[config.mk]
export PLATFORM = sky130hd
export DESIGN_NAME = rce_back
export DESIGN_NICKNAME = d
export VERILOG_FILES = /design/src/rtl/core/rce_pkg.sv /design/src/rtl/core/rce_back.sv
export SDC_FILE = /design/constraint.sdc
export NUM_CORES = 1
export LEC_CHECK = 0
export ABC_AREA = 0
export ABC_CLOCK_PERIOD_IN_PS = 5500
export BUFFER_PORTS_ARGS = -buffer_cell sky130_fd_sc_hd__buf_2
export CAP_MARGIN = 10
export CORE_UTILIZATION = 52
export CTS_CLUSTER_DIAMETER = 40
export DETAILED_ROUTE_END_ITERATION = 8
export PLACE_DENSITY = 0.79
export SLEW_MARGIN = 20
export SYNTH_ARGS = -nofsm -noshare
export SYNTH_HDL_FRONTEND = slang
export SYNTH_SLANG_ARGS = --single-unit
[constraint.sdc]
create_clock -name clock -period 5.5 [get_ports clock]
set_input_delay 0.275 -clock clock [delete_from_list [all_inputs] [get_ports clock]]
set_output_delay 0.275 -clock clock [all_outputs]
set_load 0.02 [all_outputs]
[src/rtl/core/rce_pkg.sv]
// ----------------------------------------------------------------------------
// rce_pkg
// Shared types and constants for the rgb roberts cross edge detector.
// ----------------------------------------------------------------------------
package rce_pkg;

   localparam int MAX_WIDTH   = 1024;
   localparam int MAX_HEIGHT  = 4096;
   localparam int COL_W       = $clog2(MAX_WIDTH);
   localparam int ROW_W       = $clog2(MAX_HEIGHT);
   localparam int FW_W        = 11;
   localparam int FH_W        = 13;
   localparam int CSR_DATA_W  = 13;
   localparam int CSR_INDEX_W = 1;

   localparam logic [CSR_INDEX_W-1:0] REG_FRAME_WIDTH  = 1'b0;
   localparam logic [CSR_INDEX_W-1:0] REG_FRAME_HEIGHT = 1'b1;

   localparam logic [FW_W-1:0] FRAME_WIDTH_RESET  = 11'd640;
   localparam logic [FH_W-1:0] FRAME_HEIGHT_RESET = 13'd480;

   localparam int QUEUE_DEPTH = 4;
   localparam int QPTR_W      = $clog2(QUEUE_DEPTH);
   localparam int QCNT_W      = $clog2(QUEUE_DEPTH + 1);

   localparam logic [7:0] EDGE_CAP = 8'd255;

   // six channel differences of up to 255 each
   localparam int SUM_W = 11;

   typedef struct packed {
      logic [7:0] red;
      logic [7:0] green;
      logic [7:0] blue;
   } req_data_type;

   typedef struct packed {
      logic [7:0] edge_value;
      logic       row_end;
      logic       frame_end;
   } rsp_data_type;

   typedef struct packed {
      req_data_type upper_left;
      req_data_type upper;
      req_data_type left;
      req_data_type cur;
      logic         row_end;
      logic         frame_end;
   } window_type;

endpackage

[src/rtl/core/rce_back.sv]
// ----------------------------------------------------------------------------
// rce_back
// Edge compute: diagonal absolute differences, saturation, output register.
// ----------------------------------------------------------------------------
module rce_back (
   input  logic                    clock,
   input  logic                    reset,
   input  logic                    q_empty,
   input  rce_pkg::window_type     q_data,
   output logic                    q_pop,
   output logic                    rsp_empty,
   input  logic                    rsp_pop,
   output rce_pkg::rsp_data_type   rsp_data
);

   logic                          out_valid_ff;
   rce_pkg::rsp_data_type         out_data_ff, out_data_in;
   logic [rce_pkg::SUM_W-1:0]     sum;

   function automatic logic [7:0] abs_diff(input logic [7:0] a, input logic [7:0] b);
      return (a > b) ? a - b : b - a;
   endfunction

   always_comb begin
      sum = rce_pkg::SUM_W'(abs_diff(q_data.upper_left.red,   q_data.cur.red))
          + rce_pkg::SUM_W'(abs_diff(q_data.upper_left.green, q_data.cur.green))
          + rce_pkg::SUM_W'(abs_diff(q_data.upper_left.blue,  q_data.cur.blue))
          + rce_pkg::SUM_W'(abs_diff(q_data.upper.red,        q_data.left.red))
          + rce_pkg::SUM_W'(abs_diff(q_data.upper.green,      q_data.left.green))
          + rce_pkg::SUM_W'(abs_diff(q_data.upper.blue,       q_data.left.blue));
      out_data_in.edge_value = (sum > rce_pkg::SUM_W'(rce_pkg::EDGE_CAP)) ? rce_pkg::EDGE_CAP
                                                                          : sum[7:0];
      out_data_in.row_end    = q_data.row_end;
      out_data_in.frame_end  = q_data.frame_end;
      q_pop                  = !q_empty && (!out_valid_ff || rsp_pop);
   end

   always_ff @(posedge clock) begin
      if (reset) begin
         out_valid_ff <= 1'b0;
      end else if (q_pop) begin
         out_valid_ff <= 1'b1;
      end else if (rsp_pop) begin
         out_valid_ff <= 1'b0;
      end
   end

   always_ff @(posedge clock) begin
      if (q_pop) begin
         out_data_ff <= out_data_in;
      end
   end

   assign rsp_empty = !out_valid_ff;
   assign rsp_data  = out_data_ff;

   a_frame_end_row_end: assert property (@(posedge clock) disable iff (reset)
      out_valid_ff && out_data_ff.frame_end |-> out_data_ff.row_end)
      else $error("frame end without row end");

endmodule
**Word-level counts from Yosys, hierarchy flattened**

Cells that the tools add are included.

- Add/subtract/negate cells: 17
- Order comparisons: 7
- Multiplexer cells: 8
- Reductions and logical operators: 5

Operators by type and width:

| operator | count |
|---|---|
| 8-bit subtractor | 12 |
| 8-bit > comparator | 6 |
| 8-bit 2-to-1 mux | 6 |
| 11-bit by 8-bit adder with 11-bit output | 2 |
| 10-bit by 8-bit adder with 11-bit output | 1 |
| 11-bit by 8-bit > comparator with 1-bit output, second input constant | 1 |
| 9-bit by 8-bit adder with 10-bit output | 1 |
| 8-bit by 8-bit adder with 9-bit output | 1 |
| 1-bit logical NOT | 2 |
| 1-bit 2-to-1 mux | 2 |
| 2-bit nonzero test | 1 |
| 1-bit logical AND | 1 |
| 1-bit logical OR | 1 |

- Flip-flop bits (word level): 11
- Bits of input ports: 102
- Logic and storage cells: 41

**Longest topological paths before layout**

- Word-level depth: 8
- Gate-level depth with buffers: 24
- Mapped depth without buffers: 24

**Worst setup path before layout**

OpenSTA, ideal clock, no wires.

- Path kind: input to register
- From: input port q_data[82] in the netlist's numbering
- To: register out_data_ff (netlist bit rsp_data[6]) (data pin)
- Setup time: 272 ps
- Arrival: 4967 ps
- Required time: 5228 ps
- Setup slack: 260 ps
- Stages on the path: 24
- Path buffers: 1
- Cells stage by stage: inv_1 ha_1 inv_1 fa_1 a211oi_1 o211ai_1 nand3_4 buf_6 mux2i_1 xnor2_1 fa_1 fa_1 inv_1 fa_1 inv_1 ha_1 inv_1 fa_1 nor2b_1 o21a_1 o21ai_0 a2111o_1 o21ai_2 o21ai_0

- Longest elaborated chain between the ends: 8
- Elaborated cells between the ends (all ways): 10
- Classes of those cells: 7 x add/sub; 2 x order compare; 1 x mux

RTL lines:

| what | RTL line | text |
|---|---|---|
| from (decl) | rce_back.sv:9 | `input rce_pkg::window_type q_data,` |
| 8-bit subtractor / 8-bit > comparator (equally long branches) | rce_back.sv:21 | `return (a > b) ? a - b : b - a;` |
| 8-bit 2-to-1 mux * | rce_back.sv:21 |  |
| 8-bit by 8-bit adder with 9-bit output * | rce_back.sv:26 | `+ rce_pkg::SUM_W'(abs_diff(q_data.upper_left.green, q_data.cur.green))` |
| 9-bit by 8-bit adder with 10-bit output * | rce_back.sv:27 | `+ rce_pkg::SUM_W'(abs_diff(q_data.upper_left.blue, q_data.cur.blue))` |
| 10-bit by 8-bit adder with 11-bit output * | rce_back.sv:28 | `+ rce_pkg::SUM_W'(abs_diff(q_data.upper.red, q_data.left.red))` |
| 11-bit by 8-bit adder with 11-bit output * | rce_back.sv:29 | `+ rce_pkg::SUM_W'(abs_diff(q_data.upper.green, q_data.left.green))` |
| 11-bit by 8-bit adder with 11-bit output * | rce_back.sv:30 | `+ rce_pkg::SUM_W'(abs_diff(q_data.upper.blue, q_data.left.blue));` |
| 11-bit by 8-bit > comparator with 1-bit output | rce_back.sv:31 | `out_data_in.edge_value = (sum > rce_pkg::SUM_W'(rce_pkg::EDGE_CAP)) ? rce_pkg::EDGE_CAP` |
| to (signal assigned) | rce_back.sv:50 | `out_data_ff <= out_data_in;` |
| to (decl) | rce_back.sv:17 | `rce_pkg::rsp_data_type out_data_ff, out_data_in;` |

Mark *: on every way between the ends. The rest lies on a longest branch, timed or not.
A chain may end at the register's enable or synchronous reset.

**Worst setup path in the final report**

- From: input port q_data[82] in the netlist's numbering
- To: register out_data_ff (netlist bit rsp_data[9]) (data pin)

Same word-level chain as after synthesis.

==> impl_metrics.tcl <==
set metrics [dict create \
    status "completed" \
    max_slew.worst_pin.slew_ns 0.8373 \
    hold_class "input port to flip-flop" \
    layout.cells.non_filler 964 \
    synth_area_leaders "ha_1 22%, fa_1 16%, inv_1 11%" \
    die_height_um 104.9 \
    cp-start-kind "input port" \
    cp_slowest_cell "fa_1" \
    grt_start_max_net_pins 12 \
    period_share_pct 95.11 \
    synth_fp_nets 930 \
    holdWs_ns 0.1912 \
    power.density_mw_per_mm2 450.0 \
    finalHoldViolCount 0 \
    grt_antenna_before_repair 0 \
    layout-drive-gt1-share_pct 23.91 \
    ys_types 59 \
    clk_path_buf_depth 2 \
    syn_area_per_cell_um2 8.022 \
    cp.required_ns 5.47 \
    design_area_mm2 0.006558 \
    cp_num_buf_inv 7 \
    timing.fmax_ghz 0.1912 \
    cts_buffers 3 \
    ys_ff_latch 11 \
    fin_crit_ns 5.231 \
    die_x_um 104.9 \
    finalSetupTns_ns 0 \
    clk_pin_slew_ns 0.05 \
    antenna_cells 0 \
    ys_seq_area_share_pct 5.821 \
    relSlewSlack_pct 44.06 \
    cp_common_cell "inv_1" \
    clock-root-buffer "clkbuf_8" \
    first_iter_violations 235 \
    vdd_ir_drop_max_uv 516.9 \
    portBuffers 113 \
    drtAntennaViolNets 0 \
    synthToLayoutAreaGrowth_pct 19.17 \
    final_common_cell "inv_1" \
    ioPinCount 114 \
    fin_skew_ns 0.001781 \
    leakagePower_nw 3.482 \
    final_net_count 1073 \
    crit_fanout 8 \
    syn_area_mm2 0.005503 \
    yosys_warnings 0 \
    path_cells "buf_2 > inv_1 > ha_1 > inv_1 > fa_1 > a211oi_2 > o211ai_1 > nand3_4 > buf_4 > mux2_2 > fa_1 > inv_1 > fa_1 > fa_1 > inv_1 > ha_1 > inv_1 > fa_2 > nor2b_2 > o21a_1 > o21ai_0 > a2111o_1 > o21ai_4 > nand2_1" \
    track_usage_pct 22.71 \
    maxCapViolations 0 \
    grt.overflow.total 0 \
    die_area_mm2 0.01100 \
    synth_edf_count 10 \
    critical_path_class "input port to flip-flop" \
    ys.flop_type "edfxtp_1" \
    viasPerCell 5.187 \
    finalSetupViolCount 0 \
    end_kind "flip-flop" \
    syn_inst 686 \
    mostFrequentLayoutCells "163 x inv_1, 113 x buf_2, 98 x ha_1" \
    synth_top_area_share_pct 22.28 \
    arrival_ns 5.20 \
    vias 5000 \
    async_reset_ff_share_pct 0 \
    core_mm2 0.01028 \
    cp_top_family "adder cells" \
    wire_per_inst_um 12.49 \
    grt_pass1_vias 4948 \
    slowest_delay_ns 0.51 \
    dpl_cell_area_mm2 0.006392 \
    cts_tree "yes" \
    drc 0 \
    yosysTopAreaCell "ha_1" \
    insertion_delay_ns 0.23 \
    firstDrtPassIters 5 \
    grt_pass1_wl_mm 21.02 \
    gp_congestion 0.8743 \
    htree_num_levels 1 \
    routed_wl_mm 12.04 \
    cts_sinks 11 \
    hold_buffers 0 \
    drv_slew 0 \
    hpwlAfterDp_mm 10.59 \
    dp.cells 957 \
    start_util_pct 53.54 \
    rows 37 \
]
[per-layer routing]
| metal | track usage, % | vias up | part of all wire [%] |
|---|---|---|---|
| li1 | - | 2554 | - |
| met1 | 28.44 | 2310 | 44 |
| met2 | 43.95 | 125 | 52 |
| met3 | 1.061 | 11 | 3.4 |
| met4 | 2.515 | 0 | 0.72 |
| met5 | 0 | - | 0 |
[state kept, by name (all words and copies together), names as in the netlist]
signal / cells
rsp_data: 10
out_valid_ff: 1
[cell usage after synthesis, types with 12 or more instances]
library cell	number
inv_1	163
ha_1	98
a21oi_1	51
fa_1	44
o21ai_0	36
nand2_1	33
nor2_1	28
xnor2_1	20
nor2b_1	19
mux2i_1	17
xor2_1	16
a21o_1	12
nand4_1	12
[cells by family after synthesis]
family                   after synthesis  share of synthesized area (%)
multiplexers                          25                          4.729
AO/OA/AOI/OAI                        157                          19.03
buffers and inverters                174                          12.82
AND/OR/NAND/NOR                      141                          13.57
XOR/XNOR                              36                          5.730
adder cells (fa/ha/maj)              142                          38.29
flip-flops                            11                          5.821
[per-stage QoR]
step	setup slack (ns)	total power [mW]	utilization, %
floorplan	0.2604	2.049	-
global placement	0.05008	2.629	62.20
detailed placement	-0.1196	2.702	62.20
CTS	0.1022	2.811	62.64
global route	-0.04461	3.358	63.81
finish	0.2688	2.951	63.81
[path summary, 6_finish.rpt]
check / from / endpoint / slack (ns) / depth (start not counted)
max reg2reg: out_valid_ff / rsp_data[4] / 4.06 / 2
min reg2reg: out_valid_ff / out_valid_ff / 0.49 / 2
max: q_data[82] / rsp_data[9] / 0.27 / 24
min: reset / out_valid_ff / 0.19 / 2
[report_power, final]
part / total, mW / switching [mW] / internal [mW]
clock network: 0.0796 / 0.0288 / 0.0508
registers: 0.160 / 0.00568 / 0.154
logic: 2.71 / 1.50 / 1.22
[final cells by class]
class | count | area [µm²]
Clock buffer | 4 | 45.04
Multi-Input combinational cell | 501 | 4574
Sequential cell | 11 | 320.3
Tap cell | 136 | 170.2
Fill cell | 907 | 3720
Inverter | 163 | 611.8
Timing Repair Buffer | 149 | 835.8
[timing repair]
item / CTS / global route
gates resized for setup: 0 / 22
buffers inserted: 0 / 3
endpoints found under the setup margin: 0 / 8
No activity file was read; power rests on OpenSTA's default activity.
