### src/rtl/core/rce_pkg.sv
// ----------------------------------------------------------------------------
// rce_pkg
// Shared types and constants for the rgb roberts cross edge detector.
// ----------------------------------------------------------------------------
package rce_pkg;

   localparam int MAX_WIDTH   = 1024;
   localparam int MAX_HEIGHT  = 4096;
   localparam int COL_W       = $clog2(MAX_WIDTH);
   localparam int ROW_W       = $clog2(MAX_HEIGHT);
   localparam int FW_W        = 11;
   localparam int FH_W        = 13;
   localparam int CSR_DATA_W  = 13;
   localparam int CSR_INDEX_W = 1;

   localparam logic [CSR_INDEX_W-1:0] REG_FRAME_WIDTH  = 1'b0;
   localparam logic [CSR_INDEX_W-1:0] REG_FRAME_HEIGHT = 1'b1;

   localparam logic [FW_W-1:0] FRAME_WIDTH_RESET  = 11'd640;
   localparam logic [FH_W-1:0] FRAME_HEIGHT_RESET = 13'd480;

   localparam int QUEUE_DEPTH = 4;
   localparam int QPTR_W      = $clog2(QUEUE_DEPTH);
   localparam int QCNT_W      = $clog2(QUEUE_DEPTH + 1);

   localparam logic [7:0] EDGE_CAP = 8'd255;

   // six channel differences of up to 255 each
   localparam int SUM_W = 11;

   typedef struct packed {
      logic [7:0] red;
      logic [7:0] green;
      logic [7:0] blue;
   } req_data_type;

   typedef struct packed {
      logic [7:0] edge_value;
      logic       row_end;
      logic       frame_end;
   } rsp_data_type;

   typedef struct packed {
      req_data_type upper_left;
      req_data_type upper;
      req_data_type left;
      req_data_type cur;
      logic         row_end;
      logic         frame_end;
   } window_type;

endpackage

### src/rtl/core/rce_win_queue.sv
// ----------------------------------------------------------------------------
// rce_win_queue
// Short fifo of assembled windows between intake and edge compute.
// ----------------------------------------------------------------------------
module rce_win_queue (
   input  logic                          clock,
   input  logic                          reset,
   input  logic                          push,
   input  rce_pkg::window_type           push_data,
   input  logic                          pop,
   output logic                          empty,
   output rce_pkg::window_type           pop_data,
   output logic [rce_pkg::QCNT_W-1:0]    count
);

   rce_pkg::window_type                entries_ff [rce_pkg::QUEUE_DEPTH];
   logic [rce_pkg::QPTR_W-1:0]         wr_ptr_ff, rd_ptr_ff;
   logic [rce_pkg::QCNT_W-1:0]         count_ff;
   logic                               do_pop;

   always_comb begin
      empty    = (count_ff == '0);
      do_pop   = pop && !empty;
      pop_data = entries_ff[rd_ptr_ff];
      count    = count_ff;
   end

   always_ff @(posedge clock) begin
      if (push) begin
         entries_ff[wr_ptr_ff] <= push_data;
      end
   end

   always_ff @(posedge clock) begin
      if (reset) begin
         wr_ptr_ff <= '0;
         rd_ptr_ff <= '0;
         count_ff  <= '0;
      end else begin
         if (push) begin
            wr_ptr_ff <= wr_ptr_ff + rce_pkg::QPTR_W'(1);
         end
         if (do_pop) begin
            rd_ptr_ff <= rd_ptr_ff + rce_pkg::QPTR_W'(1);
         end
         count_ff <= count_ff + rce_pkg::QCNT_W'(push) - rce_pkg::QCNT_W'(do_pop);
      end
   end

   a_no_overflow: assert property (@(posedge clock) disable iff (reset)
      count_ff <= rce_pkg::QCNT_W'(rce_pkg::QUEUE_DEPTH))
      else $error("window queue count out of range");

   a_push_room: assert property (@(posedge clock) disable iff (reset)
      push |-> count_ff != rce_pkg::QCNT_W'(rce_pkg::QUEUE_DEPTH))
      else $error("push into full window queue");

endmodule

### config.mk
export PLATFORM = sky130hd
export DESIGN_NAME = rce_win_queue
export DESIGN_NICKNAME = d
export VERILOG_FILES = /design/src/rtl/core/rce_pkg.sv /design/src/rtl/core/rce_win_queue.sv
export SDC_FILE = /design/constraint.sdc
export NUM_CORES = 1
export LEC_CHECK = 0
export BUFFER_PORTS_ARGS = -buffer_cell sky130_fd_sc_hd__buf_2
export CORE_MARGIN = 4
export CORE_UTILIZATION = 57
export DETAILED_ROUTE_END_ITERATION = 10
export GPL_TIMING_DRIVEN = 0
export PLACE_DENSITY = 0.86
export SETUP_SLACK_MARGIN = 0.02
export SYNTH_ARGS = -nofsm -noshare
export SYNTH_HDL_FRONTEND = slang
export SYNTH_SLANG_ARGS = --single-unit
### constraint.sdc
create_clock -name clock -period 4.25 [get_ports clock]
set_input_delay 0.85 -clock clock [delete_from_list [all_inputs] [get_ports clock]]
set_output_delay 0.85 -clock clock [all_outputs]
set_load 0.02 [all_outputs]
# Word level (Yosys, flattened, before mapping)
# Memory sizes are Yosys's and may differ from the RTL's. A register that Yosys moved wholly into a read port is not among the register bits.
# Index checks and enable logic that the tools add are counted.
[op_classes]
n_reduce_logical = 3
add_sub_neg = 4
mux = 4
[ops]
columns = ["op", "count"]
rows = [
  ["$add 2x1->2 const B", 2],
  ["$mux 2", 2],
  ["$add 3x1->3", 1],
  ["$logic_not 3->1", 1],
  ["$sub 3x1->3", 1],
  ["$mux 1", 2],
  ["$logic_and 1x1->1", 1],
  ["$logic_not 1->1", 1],
]
[word_totals]
n_memories = 1
in_bits = 102
register_bits = 7
ram_bits = 392
[memory_table]
columns = ["name", "words", "word_bits", "rd", "rd_ports_with_merged_regs", "wr", "line", "text"]
rows = [
  ["entries_ff", 4, 98, 1, 1, 1, "rce_win_queue.sv:16", "rce_pkg::window_type entries_ff [rce_pkg::QUEUE_DEPTH];"],
]

# Logic depth before layout (Yosys ltp)
# Gate-level depths: netlist of run 1.
[logic_depth]
ltp_word = 5
mapped_depth = 8

# Worst setup path after synthesis of run 1
# Ideal clock, no wire load.
[synth_timing]
path_kind = "input-to-reg"
start = "in push"
end = "mem entries_ff[0][0] (netlist bit) (enable)"
n_path_buf = 0
setup_slack_ns = 0.668
arrival_ns = 3.114
setup_time_ns = 0.468
t_required_ns = 3.782
path_stages = 1
path_cell_list = "and2_1"
[synth_via]
elab_chain_cells = 2
[synth_rtl]
columns = ["element", "line", "text"]
rows = [
  ["from (decl)", "rce_win_queue.sv:8", "input logic push,"],
  ["$mux 1", "rce_win_queue.sv:29", "if (push) begin"],
  ["$mux 1 (not written as such)", "rce_win_queue.sv:30", "entries_ff[wr_ptr_ff] <= push_data;"],
  ["to (decl)", "rce_win_queue.sv:16", ""],
]
# No other way between the ends.

==> impl_metrics.csv, run 1 <==
group,metric,value,unit
layout,area_delta_synth_final,19.2,%
grt,grtUsageTotal,19.9,%
grt,grt_pass1_vias,7132,
placed_design,port_buffers,202,
worst_setup_path,worstRegToRegCells,8,
power_and_ir_drop,switching_power,2.55,mW
grt,grt_overflow,0,
sta,whs,544,ps
worst_setup_path,critPathMaxFanout,10,
detailed_routing,top_layer,"met5",
grt,grt_pass1_wl,42700,µm
floorplan,die_w,168,µm
power_and_ir_drop,cellLeakagePower,5.88,nW
detailed_routing,wl_per_cell,23.7,µm
logic_synthesis,syn_inst,556,
cts,post-cts-setup-buffer-count,0,
job,drv_cap,0,
power_and_ir_drop,p_per_area,571,nW/µm²
power_and_ir_drop,ir_worst_vdd,472,µV
floorplan,ioPinCount,204,
sta,clock_skew,11.8,ps
cts,cts_tree,"built",
cts,path_clk_slew,70,ps
floorplan,initial_core_util,57.9,%
detailed_routing,met2_wirelength,14100,µm
power_and_ir_drop,comb_power_share,19.9,%
worst_setup_path,critical_path_required,3400,ps
sta,worst_pin_slew,886,ps
worst_setup_path,worstSetupStartpointType,"flop",
logic_synthesis,syn_nets,665,
worst_setup_path,crit_path_end_kind,"output port",
worst_hold_path,holdCritPathClass,"input pin to flop",
power_and_ir_drop,seqPwrFrac,46.6,%
detailed_routing,vias,6659,
worst_setup_path,critPathKind,"flop to output port",
layout,mostFrequentLayoutCells,"edfxtp_1, buf_2, mux4_2",
detailed_routing,dr_wl_met3,2310,µm
worst_setup_path,reg2reg_slack,2140,ps
detailed_routing,wl,27600,µm
cts,cts_buffers,39,
cts,postCtsResizedCells,0,
logic_synthesis,synth_top_cell_area_share,80.7,%
floorplan,coreArea,25200,µm²
layout,mostFrequentLayoutCell,"edfxtp_1",
cts,cts-root-buf,"clkbuf_16",
power_and_ir_drop,swShare,25.7,%
sta,clock.fmax,314,MHz
logic_synthesis,yosys-top-cells-area,"edfxtp_1, mux4_2, dfxtp_1, ha_1, buf_2",
detailed_routing,viasPerCell,5.72,
sta,slew_viol_final,0,
detailed_routing,drt_iter0_markers,638,
logic_synthesis,ys_ff_latch,401,
grt,antenna_found_initial,2,
sta,grt_setup_unrepaired,"false",
detailed_routing,drt-met1-wl,10700,µm
layout,final_layout_size_suffix_gt1_share,45.9,%
detailed_routing,first_pass_iters,4,
sta,hold_viol,0,
sta,finalCriticalPeriod,3180,ps
floorplan,die_h,168,µm
cts,clk_latency,500,ps
cts,clock_path_buffers,3,
logic_synthesis,yosys.area.top_type,"edfxtp_1",
logic_synthesis,synthDistinctLibCells,20,
floorplan,design.die.area,28200,µm²
sta,maxSlewHeadroom,40.9,%
logic_synthesis,syn_area_per_cell,26.2,µm²
power_and_ir_drop,p_int,7.37,mW
cts,htree_levels,2,
worst_setup_path,cp.arrival,2330,ps
sta,post-route-period-util,74.8,%
sta,finalSetupViolations,0,
layout,layout.nets,912,
placed_design,gp_congestion,0.703,
logic_synthesis,yosysWarnings,0,
outcome,outcome,"completed",
worst_setup_path,r2r_end,"count[2]$_SDFF_PP0_",
logic_synthesis,yosysSeqAreaShare,82.0,%
placed_design,place_hpwl,16500,µm
layout,n_fill_cell,1502,
worst_hold_path,hp-start,"push_data[48]",
layout,design_area,17400,µm²
placed_design,postPlaceCellArea,16100,µm²
grt,grt_max_degree,57,
worst_setup_path,endpoint,"pop_data[45]",
floorplan,num_rows,58,
logic_synthesis,synthesis.area,14600,µm²
worst_setup_path,rr_startpoint,"count[1]$_SDFF_PP0_",
sta,tns,0,ps
detailed_routing,drc,0,
cts,cts_num_sinks,401,
power_and_ir_drop,power_frac_clock,33.5,%
cts,hold_buffers,0,
detailed_routing,ant_nets,0,
## cells by family after synthesis
kind of cell	count (synthesis)	synth area share, %
AOI/OAI and AO/OA	2	0.120
xor gates and xnor gates	2	0.215
adders and majority gates	7	0.652
buffers and inverters	28	1.10
DFF	401	82.0
muxes	102	15.4
and+or+nand+nor	14	0.489
## metal layers
layer / vias to the layer above / GRT usage, %
met2: 267 / 32.9
li1: 2902 / -
met5: - / 0
met3: 41 / 5.52
met1: 3445 / 27.1
met4: 4 / 4.23
## power groups by stage
| stage | Sequential, mW | Combinational (mW) | Clock, mW |
|---|---|---|---|
| final | 4.62 | 1.97 | 3.32 |
| after detailed placement | 4.70 | 2.00 | 0 |
| after global placement | 4.72 | 1.95 | 0 |
| after CTS | 4.62 | 2.02 | 3.39 |
| after floorplan | 4.71 | 1.36 | 0 |
| after global routing | 4.63 | 2.12 | 3.60 |
## cell type report
type | count | area [µm²] | area share, %
Clock buffer | 51 | 1060 | 6.12
Buffer | 23 | 141 | 0.814
Clock inverter | 19 | 185 | 1.07
Tap cell | 330 | 413 | 2.38
Timing Repair Buffer | 206 | 1120 | 6.45
Multi-Input combinational cell | 127 | 2480 | 14.3
Sequential cell | 401 | 12000 | 68.8
Antenna cell | 2 | 5.00 | 0.0288
Inverter | 5 | 18.8 | 0.108
## flip-flops by register name, summed over array words and instances (netlist names), named ones only
| signal | flops |
|---|---|
| entries_ff | 392 |
| count | 3 |
| rd_ptr_ff | 2 |
| wr_ptr_ff | 2 |
## worst max-delay path: stages (launching register included)
cell	delay, ps
dfxtp_1	300
buf_2	270
clkbuf_1	620
mux4_2	440
buf_2	180
## cell usage after synthesis (all sizes together)
master	number
and2	4
xnor3	1
mux4	98
ha	6
mux2	3
o31a	1
mux2i	1
dfxtp	9
xnor2	1
o311ai	1
nor2	6
buf	15
nor2b	3
clkbuf	8
inv	5
fa	1
nor3	1
edfxtp	392
## through the flow
stage / instances / power (mW) / utilization (%) / setup WS (ps)
after floorplan: 556 / 6.07 / - / 668
after global placement: 1088 / 6.67 / 63.5 / -1260
after detailed placement: 1092 / 6.70 / 64.0 / 1540
after CTS: 1162 / 10.0 / 69.0 / 991
after global routing: 1162 / 10.4 / 69.0 / 931
final: 1164 / 9.92 / 69.0 / 1070
## how the worst min path moves through the flow
| stage | end | slack [ps] | cells after the start |
|---|---|---|---|
| 5_1_grt | entries_ff[0][93]$_DFFE_PP_ | 530 | 1 |
| 4_1_cts | entries_ff[0][48]$_DFFE_PP_ | 530 | 1 |
| 3_3_place_gp | wr_ptr_ff[1]$_SDFFE_PP0P_ | 540 | 2 |
| 6_report | entries_ff[0][48]$_DFFE_PP_ | 540 | 1 |
| 2_1_floorplan | wr_ptr_ff[1]$_SDFFE_PP0P_ | 510 | 2 |
| 3_5_place_dp | wr_ptr_ff[1]$_SDFFE_PP0P_ | 550 | 2 |
(Power assumes the default switching activity.)
==> run 2: changes to the inputs <==
--- a/config.mk
+++ b/config.mk
@@ -7,10 +7,10 @@
 export LEC_CHECK = 0
 export BUFFER_PORTS_ARGS = -buffer_cell sky130_fd_sc_hd__buf_2
 export CORE_MARGIN = 4
-export CORE_UTILIZATION = 57
+export CORE_UTILIZATION = 51
 export DETAILED_ROUTE_END_ITERATION = 10
 export GPL_TIMING_DRIVEN = 0
-export PLACE_DENSITY = 0.86
+export PLACE_DENSITY = 0.82
 export SETUP_SLACK_MARGIN = 0.02
 export SYNTH_ARGS = -nofsm -noshare
 export SYNTH_HDL_FRONTEND = slang
==> constraint.sdc (replaced) <==
create_clock -name clock -period 2.85 [get_ports clock]
set_input_delay 0.57 -clock clock [delete_from_list [all_inputs] [get_ports clock]]
set_output_delay 0.57 -clock clock [all_outputs]
set_load 0.02 [all_outputs]
==> run 2 against run 1 <==
Net effect: global-route usage decreased by 2.5 points; sequential power up 49%; non-clock buffer count did not move; combinational power is 50% higher; critical path type unchanged; clock skew barely moved; utilization decreased by 6.6 points; highest routed layer unchanged.
==> impl_metrics.csv, run 2 (same netlist as run 1, synthesis figures left out) <==
group,metric,value,unit
layout,top_register,"entries_ff",
layout,largest_register_ffs,392,
grt,busiest_layer,"met2",
worst_hold_path,holdPathEnd,"entries_ff[0][53]$_DFFE_PP_",
worst_setup_path,worstRegToRegCells,8,
layout,final_layout_size_suffix_gt1_share,46.7,%
detailed_routing,vias,6513,
cts,cts_num_sinks,401,
floorplan,design.die.area,31400,µm²
worst_hold_path,hp-start,"push_data[53]",
grt,met1_usage,23.0,%
outcome,outcome,"completed",
floorplan,coreArea,28000,µm²
sta,worst_pin_slew,823,ps
sta,maxSlewHeadroom,45.2,%
placed_design,port_buffers,202,
placed_design,postPlaceCellArea,16200,µm²
detailed_routing,wl_per_cell,22.0,µm
floorplan,die_w,177,µm
grt,grtUsageTotal,17.3,%
layout,n_fill_cell,1874,
sta,clock_skew,11.9,ps
cts,clk_latency,510,ps
sta,finalSetupViolations,0,
layout,design_area,17500,µm²
worst_hold_path,holdPathStages,1,
layout,register_area,12000,µm²
sta,clock.fmax,369,MHz
worst_setup_path,r2r_end,"count[2]$_SDFF_PP0_",
sta,slew_viol_final,0,
sta,finalCriticalPeriod,2710,ps
cts,path_clk_slew,60,ps
detailed_routing,drc,0,
worst_setup_path,critical_path_required,2280,ps
placed_design,gp_congestion,0.687,
detailed_routing,wl,26700,µm
floorplan,initial_core_util,52.0,%
job,drv_cap,0,
worst_setup_path,crit_path_end_kind,"output port",
placed_design,place_hpwl,16800,µm
detailed_routing,ant_nets,0,
grt,grt.met3_usage,4.68,%
layout,layout.nets,914,
grt,grtUsageMet2,29.0,%
worst_setup_path,worstSetupStartpointType,"flop",
grt,antenna_found_initial,4,
sta,post-route-period-util,95.0,%
cts,clock_path_buffers,3,
cts,post-cts-setup-buffer-count,0,
power_and_ir_drop,cellLeakagePower,5.92,nW
floorplan,num_rows,61,
sta,hold_viol,0,
layout,mostFrequentLayoutCell,"edfxtp_1",
worst_setup_path,critPathKind,"flop to output port",
grt,grt_pass1_wl,41600,µm
cts,htree_levels,2,
worst_setup_path,rr_startpoint,"count[1]$_SDFF_PP0_",
cts,cts_buffers,41,
power_and_ir_drop,p_total,14.9,mW
worst_setup_path,critPathMaxFanout,10,
power_and_ir_drop,p_per_area,852,nW/µm²
grt,grt_pass1_vias,7264,
worst_setup_path,reg2reg_slack,710,ps
worst_setup_path,cp.arrival,2140,ps
grt,grt_overflow,0,
sta,grt_setup_unrepaired,"false",
detailed_routing,drt_iter0_markers,452,
worst_hold_path,holdCritPathClass,"input pin to flop",
detailed_routing,viasPerCell,5.38,
layout,multiInputGateArea,2480,µm²
layout,area_delta_synth_final,19.9,%
layout,mostFrequentLayoutCells,"edfxtp_1, buf_2, mux4_2",
grt,grt_max_degree,53,
floorplan,die_h,177,µm
floorplan,ioPinCount,204,
cts,cts_tree,"built",
power_and_ir_drop,ir_worst_vdd,827,µV
detailed_routing,first_pass_iters,4,
cts,cts-root-buf,"clkbuf_16",
[run 2: changes by cell type in the layout (fill, tap and decap cells not counted), moves of 2 or more]
cell	previous run	this run
clkinv_4	3	0
clkbuf_1	18	10
clkbuf_8	0	2
buf_2	213	210
buf_4	0	2
clkbuf_2	0	7
[run 2: repair_timing]
item                                    4_1_cts  5_1_grt
endpoints found under the setup margin       31       51
resized for setup                             4       11
cloned                                        0        0
hold buffers                                  0        0
[run 2: critical path, stage by stage, from the launching register on]
cell and delay, ps:
dfxtp_1 300, buf_2 250, buf_4 250, buf_2 280, mux4_2 350, buf_2 180
[run 2: through the flow]
stage	hold WS, ps	TNS, ps	setup slack (ps)	util, %	cells
after floorplan	514	0	626	-	556
after global placement	542	-187680	-497	57.4	1136
after detailed placement	559	0	517	57.8	1140
after CTS	243	0	29.0	62.3	1209
after global routing	245	0	26.2	62.4	1209
final	268	0	143	62.4	1210
[run 2: cell type report]
cell class	count	share of cell area [%]
diodes	1	0.0143
flip-flops and latches	401	68.4
well taps	378	2.71
repair buffers	206	6.42
multi-input cells	127	14.2
inverters	5	0.107
clock buffers	52	6.22
clock inverters	17	1.06
plain buffers	23	0.902
[run 2: how the worst max path moves through the flow]
stage                     from                           to  slack [ps]  depth (start not counted)
after floorplan           push   entries_ff[1][0]$_DFFE_PP_         630                          1
after global placement    push  entries_ff[1][60]$_DFFE_PP_        -500                          2
after detailed placement  flop                 pop_data[91]         520                          5
after CTS                 flop                 pop_data[34]          30                          4
after global routing      flop                 pop_data[80]          30                          5
final                     flop                 pop_data[79]         140                          5
[run 2: layer usage]
layer  part of all wire, %  vias up
met5                  0.17        -
met4                   2.0        8
met3                   8.0       56
met2                    50      198
met1                    40     3371
li1                      -     2880
[run 2: where the power goes]
group          leakage (nW)  switching (mW)  internal, mW
combinational          1.63            1.66          1.28
sequential             3.67          0.0877          6.80
clock                 0.623            2.01          3.04
